## config.mk

```make
export PLATFORM = sky130hd
export DESIGN_NAME = ipv4_receive_header_filter
export DESIGN_NICKNAME = d
export VERILOG_FILES = /design/src/ipv4rx_pkg.sv /design/src/ipv4rx_front.sv /design/src/ipv4rx_queue.sv /design/src/ipv4rx_back.sv /design/src/ipv4_receive_header_filter.sv
export SDC_FILE = /design/constraint.sdc
export NUM_CORES = 1
export LEC_CHECK = 0
export BUFFER_PORTS_ARGS = -buffer_cell sky130_fd_sc_hd__buf_2
export CAP_MARGIN = 20
export CORE_MARGIN = 5
export CORE_UTILIZATION = 55
export DETAILED_ROUTE_END_ITERATION = 6
export HOLD_SLACK_MARGIN = 0.08
export PLACE_DENSITY = 0.79
export SLEW_MARGIN = 5
export SYNTH_ARGS = -nofsm -noshare
export SYNTH_HDL_FRONTEND = slang
export SYNTH_SLANG_ARGS = --single-unit
export TNS_END_PERCENT = 1
```

## constraint.sdc

```tcl
create_clock -name clk -period 7.25 [get_ports clk]
set_input_delay 0.3625 -clock clk [delete_from_list [all_inputs] [get_ports clk]]
set_output_delay 0.3625 -clock clk [all_outputs]
set_load 0.02 [all_outputs]
```

## src/ipv4rx_pkg.sv

```systemverilog
// Package: shared types and constants of the IPv4 receive header filter.
`timescale 1ns / 1ps
package ipv4rx_pkg;

  // Default width of the received byte counter
  localparam int LengthBitsDefault = 16;

  // Depth of the record queue between parser and checker
  localparam int RecQueueDepth = 2;

  // Header layout
  localparam logic [3:0] IhlMin          = 4'd5;
  localparam logic [3:0] IpVersion4      = 4'd4;
  localparam logic [15:0] HdrMinBytes    = 16'd20;
  localparam logic [15:0] ChecksumGood   = 16'hFFFF;
  localparam logic [31:0] AllOnesBcast   = 32'hFFFF_FFFF;
  localparam logic [3:0] MulticastPrefix = 4'hE;
  localparam logic [7:0] ProtoIcmp       = 8'd1;
  localparam logic [7:0] ProtoIgmp       = 8'd2;

  // Verdict codes
  localparam logic [2:0] VERDICT_ACCEPT    = 3'd0;
  localparam logic [2:0] VERDICT_SHORT     = 3'd1;
  localparam logic [2:0] VERDICT_BAD_IHL   = 3'd2;
  localparam logic [2:0] VERDICT_HDR_ONLY  = 3'd3;
  localparam logic [2:0] VERDICT_CHECKSUM  = 3'd4;
  localparam logic [2:0] VERDICT_NOT_OURS  = 3'd5;
  localparam logic [2:0] VERDICT_FRAGMENT  = 3'd6;
  localparam logic [2:0] VERDICT_TRUNCATED = 3'd7;

  // Queue select codes
  localparam logic [1:0] QUEUE_ICMP    = 2'd0;
  localparam logic [1:0] QUEUE_IGMP    = 2'd1;
  localparam logic [1:0] QUEUE_GENERAL = 2'd2;

  // Configuration register indexes
  localparam int CfgIndexBits = 2;
  localparam logic [CfgIndexBits-1:0] CFG_OWN_ADDRESS     = 2'd0;
  localparam logic [CfgIndexBits-1:0] CFG_DIRECTED_BCAST  = 2'd1;
  localparam logic [CfgIndexBits-1:0] CFG_ICMP_COPY       = 2'd2;

  // Input beat
  typedef struct packed {
    logic [7:0] data_byte;
    logic       last_byte;
  } in_beat_t;

  // Result beat
  typedef struct packed {
    logic [2:0]  verdict;
    logic [1:0]  queue_select;
    logic        icmp_copy;
    logic [7:0]  protocol_number;
    logic [31:0] source_address;
    logic [31:0] destination_address;
    logic [5:0]  header_bytes;
    logic [15:0] payload_length;
    logic [15:0] padding_bytes;
  } result_t;

  // Configuration seen by the checker
  typedef struct packed {
    logic [31:0] own_address;
    logic [31:0] directed_broadcast;
    logic        icmp_copy_enable;
  } cfg_t;

  // Summary of one packet, passed from parser to checker
  typedef struct packed {
    logic [15:0] byte_count;
    logic [15:0] checksum_sum;
    logic [7:0]  version_ihl;
    logic [15:0] total_length;
    logic [15:0] flags_fragment;
    logic [7:0]  protocol;
    logic [31:0] source;
    logic [31:0] destination;
  } hdr_rec_t;

endpackage

```

## src/ipv4rx_front.sv

```systemverilog
// Byte parser: counts bytes, sums the header checksum and latches header fields.
`timescale 1ns / 1ps
module ipv4rx_front #(
  parameter int LENGTH_BITS = ipv4rx_pkg::LengthBitsDefault
) (
  input  logic                 clk,
  input  logic                 rst,
  input  logic                 beat_valid,
  input  ipv4rx_pkg::in_beat_t beat,
  output logic                 rec_push,
  output ipv4rx_pkg::hdr_rec_t rec
);
  import ipv4rx_pkg::*;

  localparam logic [LENGTH_BITS-1:0] CountMax = {LENGTH_BITS{1'b1}};

  logic [LENGTH_BITS-1:0] byte_count, byte_count_next;
  logic [15:0] checksum_sum, checksum_sum_next;
  logic [7:0]  high_byte_hold, high_byte_hold_next;
  logic [7:0]  version_ihl, version_ihl_next;
  logic [15:0] total_length, total_length_next;
  logic [15:0] flags_fragment, flags_fragment_next;
  logic [7:0]  protocol, protocol_next;
  logic [31:0] source, source_next;
  logic [31:0] destination, destination_next;

  logic [3:0]  ihl;
  logic [5:0]  hdr_bytes;
  logic        in_header;
  logic [16:0] word_sum;
  logic [7:0]  b;

  // Work out the state after this byte
  always_comb begin
    b                   = beat.data_byte;
    byte_count_next     = byte_count;
    checksum_sum_next   = checksum_sum;
    high_byte_hold_next = high_byte_hold;
    version_ihl_next    = version_ihl;
    total_length_next   = total_length;
    flags_fragment_next = flags_fragment;
    protocol_next       = protocol;
    source_next         = source;
    destination_next    = destination;

    // the first byte supplies IHL to itself
    ihl       = (byte_count == '0) ? b[3:0] : version_ihl[3:0];
    hdr_bytes = {ihl, 2'b00};
    in_header = byte_count < LENGTH_BITS'(hdr_bytes);
    word_sum  = {1'b0, checksum_sum} + {1'b0, high_byte_hold, b};

    // latch header fields by byte position
    if (byte_count == LENGTH_BITS'(0)) begin
      version_ihl_next = b;
    end else if (byte_count == LENGTH_BITS'(2) || byte_count == LENGTH_BITS'(3)) begin
      total_length_next = {total_length[7:0], b};
    end else if (byte_count == LENGTH_BITS'(6) || byte_count == LENGTH_BITS'(7)) begin
      flags_fragment_next = {flags_fragment[7:0], b};
    end else if (byte_count == LENGTH_BITS'(9)) begin
      protocol_next = b;
    end else if (byte_count >= LENGTH_BITS'(12) && byte_count <= LENGTH_BITS'(15)) begin
      source_next = {source[23:0], b};
    end else if (byte_count >= LENGTH_BITS'(16) && byte_count <= LENGTH_BITS'(19)) begin
      destination_next = {destination[23:0], b};
    end

    // accumulate header words, folding the end-around carry
    if (in_header) begin
      if (!byte_count[0]) begin
        high_byte_hold_next = b;
      end else begin
        checksum_sum_next = word_sum[15:0] + {15'd0, word_sum[16]};
      end
    end

    // saturate the count
    if (byte_count != CountMax) begin
      byte_count_next = byte_count + LENGTH_BITS'(1);
    end
  end

  // Hand the summary over on the last byte
  always_comb begin
    rec_push            = beat_valid && beat.last_byte;
    rec.byte_count      = 16'(byte_count_next);
    rec.checksum_sum    = checksum_sum_next;
    rec.version_ihl     = version_ihl_next;
    rec.total_length    = total_length_next;
    rec.flags_fragment  = flags_fragment_next;
    rec.protocol        = protocol_next;
    rec.source          = source_next;
    rec.destination     = destination_next;
  end

  // Advance per beat, clear after the last byte
  always_ff @(posedge clk) begin
    if (rst || (beat_valid && beat.last_byte)) begin
      byte_count     <= '0;
      checksum_sum   <= '0;
      high_byte_hold <= '0;
      version_ihl    <= '0;
      total_length   <= '0;
      flags_fragment <= '0;
      protocol       <= '0;
      source         <= '0;
      destination    <= '0;
    end else if (beat_valid) begin
      byte_count     <= byte_count_next;
      checksum_sum   <= checksum_sum_next;
      high_byte_hold <= high_byte_hold_next;
      version_ihl    <= version_ihl_next;
      total_length   <= total_length_next;
      flags_fragment <= flags_fragment_next;
      protocol       <= protocol_next;
      source         <= source_next;
      destination    <= destination_next;
    end
  end

endmodule

```

## src/ipv4rx_queue.sv

```systemverilog
// Short record queue between the byte parser and the checker.
`timescale 1ns / 1ps
module ipv4rx_queue (
  input  logic                 clk,
  input  logic                 rst,
  input  logic                 wr_en,
  input  ipv4rx_pkg::hdr_rec_t wr_rec,
  output logic                 q_full,
  input  logic                 rd_en,
  output logic                 q_empty,
  output ipv4rx_pkg::hdr_rec_t rd_rec
);
  import ipv4rx_pkg::*;

  localparam int PtrBits = (RecQueueDepth > 1) ? $clog2(RecQueueDepth) : 1;
  localparam int CntBits = $clog2(RecQueueDepth + 1);

  hdr_rec_t              mem [RecQueueDepth];
  logic [PtrBits-1:0]    wr_ptr;
  logic [PtrBits-1:0]    rd_ptr;
  logic [CntBits-1:0]    fill;
  logic                  do_wr;
  logic                  do_rd;

  assign q_full  = fill == CntBits'(RecQueueDepth);
  assign q_empty = fill == '0;
  assign do_wr   = wr_en && !q_full;
  assign do_rd   = rd_en && !q_empty;
  assign rd_rec  = mem[rd_ptr];

  // Store records
  always_ff @(posedge clk) begin
    if (do_wr) begin
      mem[wr_ptr] <= wr_rec;
    end
  end

  // Advance pointers and fill level
  always_ff @(posedge clk) begin
    if (rst) begin
      wr_ptr <= '0;
      rd_ptr <= '0;
      fill   <= '0;
    end else begin
      if (do_wr) begin
        wr_ptr <= (wr_ptr == PtrBits'(RecQueueDepth - 1)) ? '0 : wr_ptr + PtrBits'(1);
      end
      if (do_rd) begin
        rd_ptr <= (rd_ptr == PtrBits'(RecQueueDepth - 1)) ? '0 : rd_ptr + PtrBits'(1);
      end
      if (do_wr && !do_rd) begin
        fill <= fill + CntBits'(1);
      end else if (do_rd && !do_wr) begin
        fill <= fill - CntBits'(1);
      end
    end
  end

endmodule

```

## src/ipv4rx_back.sv

```systemverilog
// Checker: judges one packet summary and holds the result until popped.
`timescale 1ns / 1ps
module ipv4rx_back (
  input  logic                 clk,
  input  logic                 rst,
  input  ipv4rx_pkg::cfg_t     cfg,
  input  logic                 rec_empty,
  input  ipv4rx_pkg::hdr_rec_t rec,
  output logic                 rec_pop,
  input  logic                 pop,
  output logic                 empty,
  output ipv4rx_pkg::result_t  result
);
  import ipv4rx_pkg::*;

  logic        res_valid;
  result_t     res_next;
  logic [3:0]  ihl;
  logic [5:0]  hdr_bytes;
  logic        dst_bcast;
  logic        dst_ok;
  logic        frag;
  logic [2:0]  verdict;

  assign rec_pop = !rec_empty && (!res_valid || pop);
  assign empty   = !res_valid;

  // Judge the packet, first failing check wins
  always_comb begin
    ihl       = rec.version_ihl[3:0];
    hdr_bytes = {ihl, 2'b00};
    dst_bcast = rec.destination == AllOnesBcast;
    if (cfg.own_address != '0) begin
      dst_ok = rec.destination == cfg.own_address || dst_bcast ||
               rec.destination == cfg.directed_broadcast ||
               rec.destination[31:28] == MulticastPrefix;
    end else begin
      dst_ok = dst_bcast;
    end
    frag = rec.flags_fragment[13] || rec.flags_fragment[12:0] != '0;

    if (rec.byte_count <= HdrMinBytes) begin
      verdict = VERDICT_SHORT;
    end else if (ihl < IhlMin) begin
      verdict = VERDICT_BAD_IHL;
    end else if (rec.byte_count <= 16'(hdr_bytes)) begin
      verdict = VERDICT_HDR_ONLY;
    end else if (rec.checksum_sum != ChecksumGood ||
                 rec.version_ihl[7:4] != IpVersion4) begin
      verdict = VERDICT_CHECKSUM;
    end else if (!dst_ok) begin
      verdict = VERDICT_NOT_OURS;
    end else if (frag) begin
      verdict = VERDICT_FRAGMENT;
    end else if (rec.byte_count < rec.total_length) begin
      verdict = VERDICT_TRUNCATED;
    end else begin
      verdict = VERDICT_ACCEPT;
    end

    // Rejected packets report the verdict alone
    res_next         = '0;
    res_next.verdict = verdict;
    if (verdict == VERDICT_ACCEPT) begin
      if (rec.protocol == ProtoIcmp) begin
        res_next.queue_select = QUEUE_ICMP;
      end else if (rec.protocol == ProtoIgmp) begin
        res_next.queue_select = QUEUE_IGMP;
      end else begin
        res_next.queue_select = QUEUE_GENERAL;
      end
      res_next.icmp_copy           = rec.protocol == ProtoIcmp && cfg.icmp_copy_enable;
      res_next.protocol_number     = rec.protocol;
      res_next.source_address      = rec.source;
      res_next.destination_address = rec.destination;
      res_next.header_bytes        = hdr_bytes;
      res_next.payload_length      = (rec.total_length >= 16'(hdr_bytes)) ?
                                     rec.total_length - 16'(hdr_bytes) : '0;
      res_next.padding_bytes       = rec.byte_count - rec.total_length;
    end
  end

  // Hold the result register
  always_ff @(posedge clk) begin
    if (rec_pop) begin
      result <= res_next;
    end
  end

  always_ff @(posedge clk) begin
    if (rst) begin
      res_valid <= 1'b0;
    end else if (rec_pop) begin
      res_valid <= 1'b1;
    end else if (pop) begin
      res_valid <= 1'b0;
    end
  end

endmodule

```

## src/ipv4_receive_header_filter.sv

```systemverilog
// Top level: IPv4 receive header filter with parser, record queue and checker.
//
//   channel  | handshake                 | payload
//   ---------+---------------------------+---------------------------------
//   input    | push / full               | item   (data_byte, last_byte)
//   result   | pop / empty               | result (verdict and header info)
//   config   | cfg_valid / cfg_ready     | cfg_index, cfg_data
//
// One byte is taken per cycle while full is low; a packet's result reaches the result
// ports through the record queue, written at the edge that takes its last byte, and
// then the checker register, when the result side is free.
// Results wait in the checker register and a two-entry record queue; full rises
// only when both queue entries and the result register are occupied.
// Reset clears the parser state, the queue and the config registers.
`timescale 1ns / 1ps
module ipv4_receive_header_filter #(
  parameter int LENGTH_BITS = ipv4rx_pkg::LengthBitsDefault
) (
  input  logic                                   clk,
  input  logic                                   rst,
  input  logic                                   push,
  output logic                                   full,
  input  ipv4rx_pkg::in_beat_t                   item,
  input  logic                                   pop,
  output logic                                   empty,
  output ipv4rx_pkg::result_t                    result,
  input  logic                                   cfg_valid,
  output logic                                   cfg_ready,
  input  logic [ipv4rx_pkg::CfgIndexBits-1:0]    cfg_index,
  input  logic [31:0]                            cfg_data
);
  import ipv4rx_pkg::*;

  cfg_t     cfg;
  hdr_rec_t fr_rec;
  hdr_rec_t bk_rec;
  logic     fr_push;
  logic     q_empty;
  logic     bk_pop;
  logic     beat_valid;

  assign cfg_ready  = 1'b1;
  assign beat_valid = push && !full;

  // Write configuration registers
  always_ff @(posedge clk) begin
    if (rst) begin
      cfg <= '0;
    end else if (cfg_valid && cfg_ready) begin
      unique case (cfg_index)
        CFG_OWN_ADDRESS:    cfg.own_address        <= cfg_data;
        CFG_DIRECTED_BCAST: cfg.directed_broadcast <= cfg_data;
        CFG_ICMP_COPY:      cfg.icmp_copy_enable   <= cfg_data[0];
        default: ;
      endcase
    end
  end

  ipv4rx_front #(
    .LENGTH_BITS(LENGTH_BITS)
  ) u_front (
    .clk       (clk),
    .rst       (rst),
    .beat_valid(beat_valid),
    .beat      (item),
    .rec_push  (fr_push),
    .rec       (fr_rec)
  );

  ipv4rx_queue u_queue (
    .clk    (clk),
    .rst    (rst),
    .wr_en  (fr_push),
    .wr_rec (fr_rec),
    .q_full (full),
    .rd_en  (bk_pop),
    .q_empty(q_empty),
    .rd_rec (bk_rec)
  );

  ipv4rx_back u_back (
    .clk      (clk),
    .rst      (rst),
    .cfg      (cfg),
    .rec_empty(q_empty),
    .rec      (bk_rec),
    .rec_pop  (bk_pop),
    .pop      (pop),
    .empty    (empty),
    .result   (result)
  );

endmodule

```

# Word-level counts from Yosys, hierarchy flattened
# Memories as Yosys holds them, arrays and structs flattened. A register that Yosys moved wholly into a read port is not among the register bits.
# Index checks and enable logic that the tools add are counted.
[word_totals]
ram_bits = 288
n_memories = 1
register_bits = 338
latchBits = 0
out_inout_bits = 119
mem_bits_ro = 0
[mem_list]
columns = ["memory", "words", "width", "rd", "rd_ports_with_merged_regs", "wr", "line_no", "text"]
rows = [
  ["u_queue.mem", 2, 144, 1, 1, 1, "ipv4rx_queue.sv:18", "hdr_rec_t mem [RecQueueDepth];"],
]
[op_classes]
shifts = 0
mul = 0
n_bitwise = 2
n_addsub = 9
order_cmp = 10
eq_ne = 17
div_mod_pow = 0
n_reduce_logical = 38
muxes = 44
[op_table]
columns = ["operator", "count"]
rows = [
  ["32-bit two-way mux", 11],
  ["16-bit two-way mux", 8],
  ["32-bit == test", 2],
  ["8-bit two-way mux", 5],
  ["16-bit by 2-bit == test with 1-bit output, second input constant", 2],
  ["16-bit by 3-bit == test with 1-bit output, second input constant", 2],
  ["32-bit == test, second input constant", 1],
  ["16-bit by 5-bit <= comparator with 1-bit output, second input constant", 2],
  ["16-bit inequality test, second input constant", 2],
  ["32-bit nonzero test", 1],
  ["3-bit two-way mux", 7],
  ["16-bit by 16-bit adder with 17-bit output", 1],
  ["16-bit by 1-bit adder with 16-bit output", 1],
  ["16-bit by 1-bit adder with 16-bit output, second input constant", 1],
  ["16-bit by 4-bit == test with 1-bit output, second input constant", 1],
  ["16-bit by 4-bit >= comparator with 1-bit output, second input constant", 1],
  ["16-bit by 5-bit >= comparator with 1-bit output, second input constant", 1],
  ["16-bit by 6-bit >= comparator with 1-bit output", 1],
  ["16-bit by 4-bit <= comparator with 1-bit output, second input constant", 1],
  ["16-bit by 6-bit <= comparator with 1-bit output", 1],
  ["16-bit logical NOT", 1],
  ["16-bit < comparator", 1],
  ["16-bit by 6-bit < comparator with 1-bit output", 1],
  ["16-bit subtractor", 1],
  ["25 further kinds", 64],
]

# Longest topological paths before layout
# Gate-level depths: netlist of the first run.
[depth]
word_depth = 13
mapped_depth = 22
depth_no_buf = 20

# Modules after synthesis
# A second synthesis of the first run with hierarchy kept.
[hier_totals]
cells_unflattened = 2289
hier_area_um2 = 28812.6
[by_module_without_submodules]
columns = ["module", "n_inst", "area_per_inst_um2", "cells_per_inst", "seq_area_each_um2"]
rows = [
  ["ipv4rx_queue", 1, 10842.9, 473, 8748.4],
  ["ipv4rx_front", 1, 8688.3, 1000, 3042.9],
  ["ipv4rx_back", 1, 6551.3, 563, 3443.3],
  ["ipv4_receive_header_filter", 1, 2730.1, 253, 1301.2],
]

# Worst setup path before layout of the first run
# Ideal clock, no wire load.
[synth_path]
path_type = "reg-to-reg"
start = "reg u_queue.fill[0]"
end = "mem u_queue.mem[0][0] in the netlist's numbering, enable pin"
path_stages_with_launch = 6
setup_slack_ps = -288
arrival_time_ps = 6892
synth_period_minus_slack_ps = 7538
setup_ps = 646
t_required_ps = 6604
n_path_buf = 1
path_cell_list = "dfxtp_1 > nand2b_1 > and2_1 > clkbuf_1 > nand2_1 > nor2_1"
[synth_via]
elab_chain_len = 7
[synth_lines]
columns = ["element", "line_no", "text"]
rows = [
  ["start, declared", "ipv4rx_queue.sv:21", "logic [CntBits-1:0] fill;"],
  ["start signal, assigned", "ipv4rx_queue.sv:52", "fill <= fill + CntBits'(1);"],
  ["start signal, assigned", "ipv4rx_queue.sv:54", "fill <= fill - CntBits'(1);"],
  ["2-bit == test (*)", "ipv4rx_queue.sv:25", "assign q_full = fill == CntBits'(RecQueueDepth);"],
  ["1-bit logical NOT (*)", "ipv4rx_queue.sv:27, ipv4_receive_header_filter.sv:43", ""],
  ["1-bit logical AND", "ipv4_receive_header_filter.sv:43", "assign beat_valid = push && !full;"],
  ["1-bit logical AND", "ipv4rx_front.sv:84", "rec_push = beat_valid && beat.last_byte;"],
  ["1-bit logical AND (*)", "ipv4rx_queue.sv:27", "assign do_wr = wr_en && !q_full;"],
  ["1-bit two-way mux (*)", "ipv4rx_queue.sv:33", "if (do_wr) begin"],
  ["1-bit two-way mux (not written as such) (*)", "ipv4rx_queue.sv:34", "mem[wr_ptr] <= wr_rec;"],
  ["end, declared", "ipv4rx_queue.sv:18", ""],
]
# Mark *: on every way between the ends. The rest lies on a longest branch, timed or not.

==> reports/qor.yml, run 1 <==
ff2ff_path_depth: 12
synth_edf_count: 398
fin_skew_ns: 0.0403
post_cts_resized: 0
drive_gt1_share_pct: 17.5
drc: 0
cpMaxStageDelayCell: "dfxtp_4"
critPathMaxFanout: 60
slew_headroom_pct: 21.9
fmax_mhz: 202
yosysSeqAreaShare_pct: 60.6
die_h_um: 232
std_cell_rows: 81
cts_sinks: 619
final_common_cell: "edfxtp_1"
period_share_pct: 68.2
dr.pass1.iters: 5
antenna_found_initial: 0
path_cells: "mux2_2, ha_1, nor2b_1, o31a_1, o21a_1, o31ai_1, a22oi_1, o41ai_2, a21oi_1, o211ai_1, buf_4, nor3_1"
vias: 18680
status: "finished, final reports clean"
setup_viol_count_final: 0
powerDensity_nw_per_um2: 345
worstSetupEndpointType: "flop"
top_usage_layer: "met2"
io-pin-count: 167
max-clock-path-buffers: 3
critical_path.top_delay_family: "compound AO/OA/AOI/OAI gates"
stdcell_area_um2: 30800
setup_tns_ns: 0
seq_area_um2: 16400
drtIter0Drc: 1948
holdPathStages: 4
clk_pin_slew_ns: 0.07
nNetsFinal: 2604
grt_use_met1_pct: 33.0
worst_pin_slew_ns: 1.16
gp_congestion: 0.918
dieArea_um2: 53600
grt_use_total_pct: 23.4
post_cts_buffers: 0
drt_wl_total_um: 64100
via_per_inst: 5.80
rsz0062_at_grt: "no"
initial_core_util_pct: 55.4
worstSetupPathType: "reg -> reg"
ant_nets: 0
startpoint_type: "flop"
vdd.ir_drop.worst_uv: 224
cts_tree: "yes"
synth_flop_cell: "edfxtp_1"
hold_viol: 0
total_leakage_power_nw: 11.1
syn2layout_area_growth_pct: 13.9
crit_required_ns: 7.57
htree_levels: 2
dp_hpwl_um: 42000
hold_path_startpoint: "cfg_valid"
syn_inst: 2345
cp_num_buf_inv: 1
cts_made_buffers: 61
placed_cell_area_um2: 28300
grtUsageMet2_pct: 38.1
synth_area_leader_cell: "edfxtp_1"
hold_end: "cfg[0]"
async_flop_share_pct: 0
synth-seq-cells: 619
grt_util_met3_pct: 3.23
clock_latency_ns: 0.64
portBuffers: 163
synth_area_um2: 27000
synth_cell_types: 72
slew_viol_final: 0
routedWlPerCell_um: 19.9
grt_pass1_vias: 18303
arrival_ns: 5.26
coreArea_um2: 48700
r2r-end: "u_back.result[21]"
clockRootBuffer: "clkbuf_16"
avgSynthCellArea_um2: 11.5
yosys-top-cells-area: "edfxtp_1 44%, dfxtp_1 16%, mux2_2 5.3%"
yosys_warnings: 0
period_minus_slack_ns: 4.95
num_antenna_cells: 0
grt_max_degree: 143
grt_pass1_wl_um: 100000
layout_common_cells: "398 x edfxtp_1, 302 x nor2_1, 269 x nand2_1"
fillCellCount: 3563
multiInputGateArea_um2: 9990
reg2reg_slack_ns: 2.30
hp-class: "in -> reg"
maxCapViolations: 0
crit_path_max_incr_delay_ns: 0.95
yosysTopAreaCellShare_pct: 44.3
overflow: 0
fp.dieW_um: 232
## layer usage
layer / routed length (um) / vias to the layer above
met5: 0 / -
met2: 30600 / 717
met1: 27400 / 9139
li1: - / 8696
met3: 4380 / 128
met4: 1770 / 0
## flip-flops by register name, indices dropped and copies added, names as in the netlist, 2 cells and up, named ones only
| signal | count |
|---|---|
| u_front.source | 32 |
| u_queue.mem | 284 |
| u_front.high_byte_hold | 8 |
| u_front.flags_fragment | 14 |
| cfg | 65 |
| u_front.version_ihl | 8 |
| u_back.result | 114 |
| u_front.protocol | 8 |
| u_front.destination | 32 |
| u_front.checksum_sum | 16 |
| u_queue.fill | 2 |
| u_front.total_length | 16 |
| u_front.byte_count | 16 |
## cells in the mapped netlist (all sizes together), types with 4 or more instances
| master | count |
|---|---|
| nor2 | 304 |
| a21oi | 145 |
| buf | 36 |
| inv | 41 |
| xor2 | 24 |
| or4 | 5 |
| and2 | 8 |
| nor2b | 16 |
| xnor2 | 108 |
| a31oi | 7 |
| a21o | 8 |
| nand3b | 4 |
| a211oi | 19 |
| nand2b | 10 |
| mux2 | 127 |
| dfxtp | 221 |
| clkbuf | 86 |
| and3 | 8 |
| mux2i | 108 |
| o21a | 9 |
| nor4 | 43 |
| nor3 | 109 |
| nand4 | 33 |
| o21ai | 47 |
| nand3 | 30 |
| or3 | 6 |
| nor3b | 6 |
| ha | 50 |
| edfxtp | 398 |
| nand2 | 270 |
## stage by stage
stage	cells	power, mW	util (%)	hold slack [ns]	worst slack (ns)
global route	3219	11.1	63.1	0.201	1.92
detailed placement	3069	7.43	58.1	0.446	2.40
CTS	3217	10.6	63.0	0.124	2.35
floorplan	2346	6.62	-	0.433	1.96
global placement	3068	7.36	58.1	0.439	2.51
finish	3219	10.6	63.1	0.195	2.30
## logic make-up (layout without fill, tap and decap cells)
kind of cell	after synthesis	after routing	synth area share (%)
AND/OR/NAND/NOR	867	867	14.5
flip-flops	619	619	60.6
AO/OA/AOI/OAI	274	274	6.02
multiplexers	235	235	9.51
buffers and inverters	163	372	2.52
XOR/XNOR	132	132	4.28
adder cells (fa/ha/maj)	53	53	2.54
other	2	3	0.0278
## worst max-delay path by stage
stage,to,slack [ns],cells after the start
2_1_floorplan,u_back.result[103],1.96,21
3_3_place_gp,u_back.result[29],2.51,12
3_5_place_dp,u_back.result[25],2.40,12
4_1_cts,u_back.result[21],2.35,12
5_1_grt,u_back.result[21],1.92,12
6_report,u_back.result[21],2.30,12
## tightest hold or removal path: cells and delay by family
| kind | cells | cell delay [ns] |
|---|---|---|
| buffers and inverters | 1 | 0.13 |
| muxes | 1 | 0.08 |
| and+or+nand+nor | 2 | 0.20 |
## power breakdown
part           switching [mW]  leakage [nW]  internal, mW
registers               0.265          5.62          4.43
logic                    1.77          4.49         0.936
clock network            1.35         0.994          1.85
## layout make-up
| type | count | share of cell area [%] |
|---|---|---|
| clock buffers | 76 | 5.28 |
| repair buffers | 216 | 4.34 |
| multi-input cells | 1564 | 32.5 |
| well taps | 664 | 2.70 |
| inverters | 41 | 0.508 |
| clock inverters | 39 | 1.43 |
| flip-flops and latches | 619 | 53.3 |
## what timing repair did
action,CTS,global route
hold endpoints to repair,66,0
setup endpoints to repair,0,0
hold buffers,33,0
No activity file was read; power rests on OpenSTA's default activity.
==> inputs of run 2 (changes only) <==
==> constraint.sdc (replaced) <==
create_clock -name clk -period 4 [get_ports clk]
set_input_delay 0.2 -clock clk [delete_from_list [all_inputs] [get_ports clk]]
set_output_delay 0.2 -clock clk [all_outputs]
set_load 0.02 [all_outputs]
==> reports/qor.yml, run 2 (synthesis results as in run 1) <==
status: "finished, final reports clean"
num_antenna_cells: 0
fin_skew_ns: 0.0177
grt_pass1_wl_um: 103000
gp_congestion: 0.925
vdd.ir_drop.worst_uv: 393
rsz0062_at_grt: "yes"
cts_tree: "yes"
initial_core_util_pct: 55.4
slew_viol_final: 0
hp-class: "in -> reg"
cts_made_buffers: 60
worst_pin_slew_ns: 0.983
clk_pin_slew_ns: 0.06
grt_use_total_pct: 24.0
largest-register: "u_queue.mem"
reg2reg_slack_ns: 0.08
cts_sinks: 619
drc: 0
via_per_inst: 5.82
top_regs: "u_queue.mem: 284 flops, u_back.result: 114 flops, cfg: 65 flops"
clockRootBuffer: "clkbuf_16"
powerDensity_nw_per_um2: 617
fmax_mhz: 255
layout.cells.non_filler: 3290
clock_latency_ns: 0.63
path_cells: "buf_12, mux2_2, ha_1, fa_1, nor2b_2, o31a_1, o21a_1, o31ai_2, a22oi_2, o41ai_4, a2111oi_4, o211ai_1, buf_4, buf_12, nor4_2"
ant_nets: 0
startpoint_type: "flop"
routedWlPerCell_um: 20.1
max-clock-path-buffers: 3
setup_viol_count_final: 0
period_minus_slack_ns: 3.92
worst_slack_ns: 0.0811
layout_common_cells: "398 x edfxtp_1, 301 x nor2_1, 269 x nand2_1"
fp.dieW_um: 232
period_share_pct: 98.0
htree_levels: 2
worstSetupEndpointType: "flop"
antenna_found_initial: 0
crit_required_ns: 4.45
dr.pass1.iters: 7
critPathMaxFanout: 45
largest_reg_flops: 284
syn2layout_area_growth_pct: 16.4
vias: 19141
io-pin-count: 167
arrival_ns: 4.37
portBuffers: 163
critical_path.top_delay_family: "compound AO/OA/AOI/OAI gates"
hold_viol: 0
dieArea_um2: 53600
drt_wl_total_um: 66200
worstSetupPathType: "reg -> reg"
total_leakage_power_nw: 11.5
overflow: 0
dp_hpwl_um: 43500
std_cell_rows: 81
cp_num_buf_inv: 3
final_common_cell: "edfxtp_1"
cpMaxStageDelayCell: "dfxtp_4"
dp_cells: 3138
pre_cts_ws_ns: -0.0346
grt_max_degree: 80
grt_pass1_vias: 18929
worst_path_most_repeated_cell: "buf_12"
drive_gt1_share_pct: 20.0
nNetsFinal: 2675
die_h_um: 232
maxCapViolations: 0
coreArea_um2: 48700
slew_headroom_pct: 34.4
drtIter0Drc: 1631
crit_path_max_incr_delay_ns: 0.41
## run 2: cell count changes in the layout (fill, tap and decap cells not counted), moves of 4 or more
cell	previous run	this run
buf_12	1	10
buf_4	16	77
clkinv_1	6	12
clkinvlp_4	6	0
dlygate4sd3_1	33	37
o21ai_0	46	42
o21ai_1	1	5
## run 2: worst register-to-register path, delay by kind of cell, from the launching register on
family          cells  cell delay [ns]
simple gates        2             0.45
mux                 1             0.40
flops               1             0.41
buf+inv             3             0.54
fa+ha+maj           2             0.64
compound gates      7             1.31
## run 2: power breakdown
group,internal (mW),switching [mW]
clock,3.25,2.44
sequential,8.03,0.412
combinational,1.91,3.37
total,13.2,6.22
## run 2: timing repair
item / in CTS / in global routing
buffers inserted: 0 / 1
hold buffers: 37 / 0
endpoints found under the setup margin: 44 / 95
endpoints found under the hold margin: 67 / 0
pin swaps: 0 / 12
gates resized for setup: 2 / 28
## run 2: per-layer routing
metal  vias up  GRT usage (%)  part of all wire (%)
li1       8835              -                     -
met1      9396           33.0                    42
met2       767           39.7                    48
met3       143           3.58                   6.4
met4         0           7.74                   3.1
met5         -              0                     0
## run 2: cell type report
cell class	instances	area [um2]
multi-input combinational	1564	10100
clock inverter	35	325
inverter	41	156
fill	3445	17300
sequential	619	16400
timing repair buffer	288	1980
clock buffer	79	1660
tap	664	831
## run 2: through the flow
step | setup TNS [ns] | hold WS (ns) | utilization, % | area (um2) | power, mW
floorplan | -259.73 | 0.336 | - | 27000 | 12.0
global placement | 0 | 0.438 | 59.4 | 29000 | 13.5
detailed placement | -0.175 | 0.444 | 59.4 | 29000 | 13.7
CTS | 0 | 0.0820 | 64.3 | 31300 | 19.4
global route | -0.361 | 0.133 | 64.5 | 31400 | 20.2
finish | 0 | 0.105 | 64.5 | 31400 | 19.4
## run 2: worst paths after layout
| path | from | to | cells after the start |
|---|---|---|---|
| min | item[2] | u_front.high_byte_hold[1] | 4 |
| max | flop | u_back.result[111] | 15 |
| max reg2reg | flop | u_back.result[111] | 15 |
| min reg2reg | u_front.destination[25] | u_front.destination[25] | 2 |
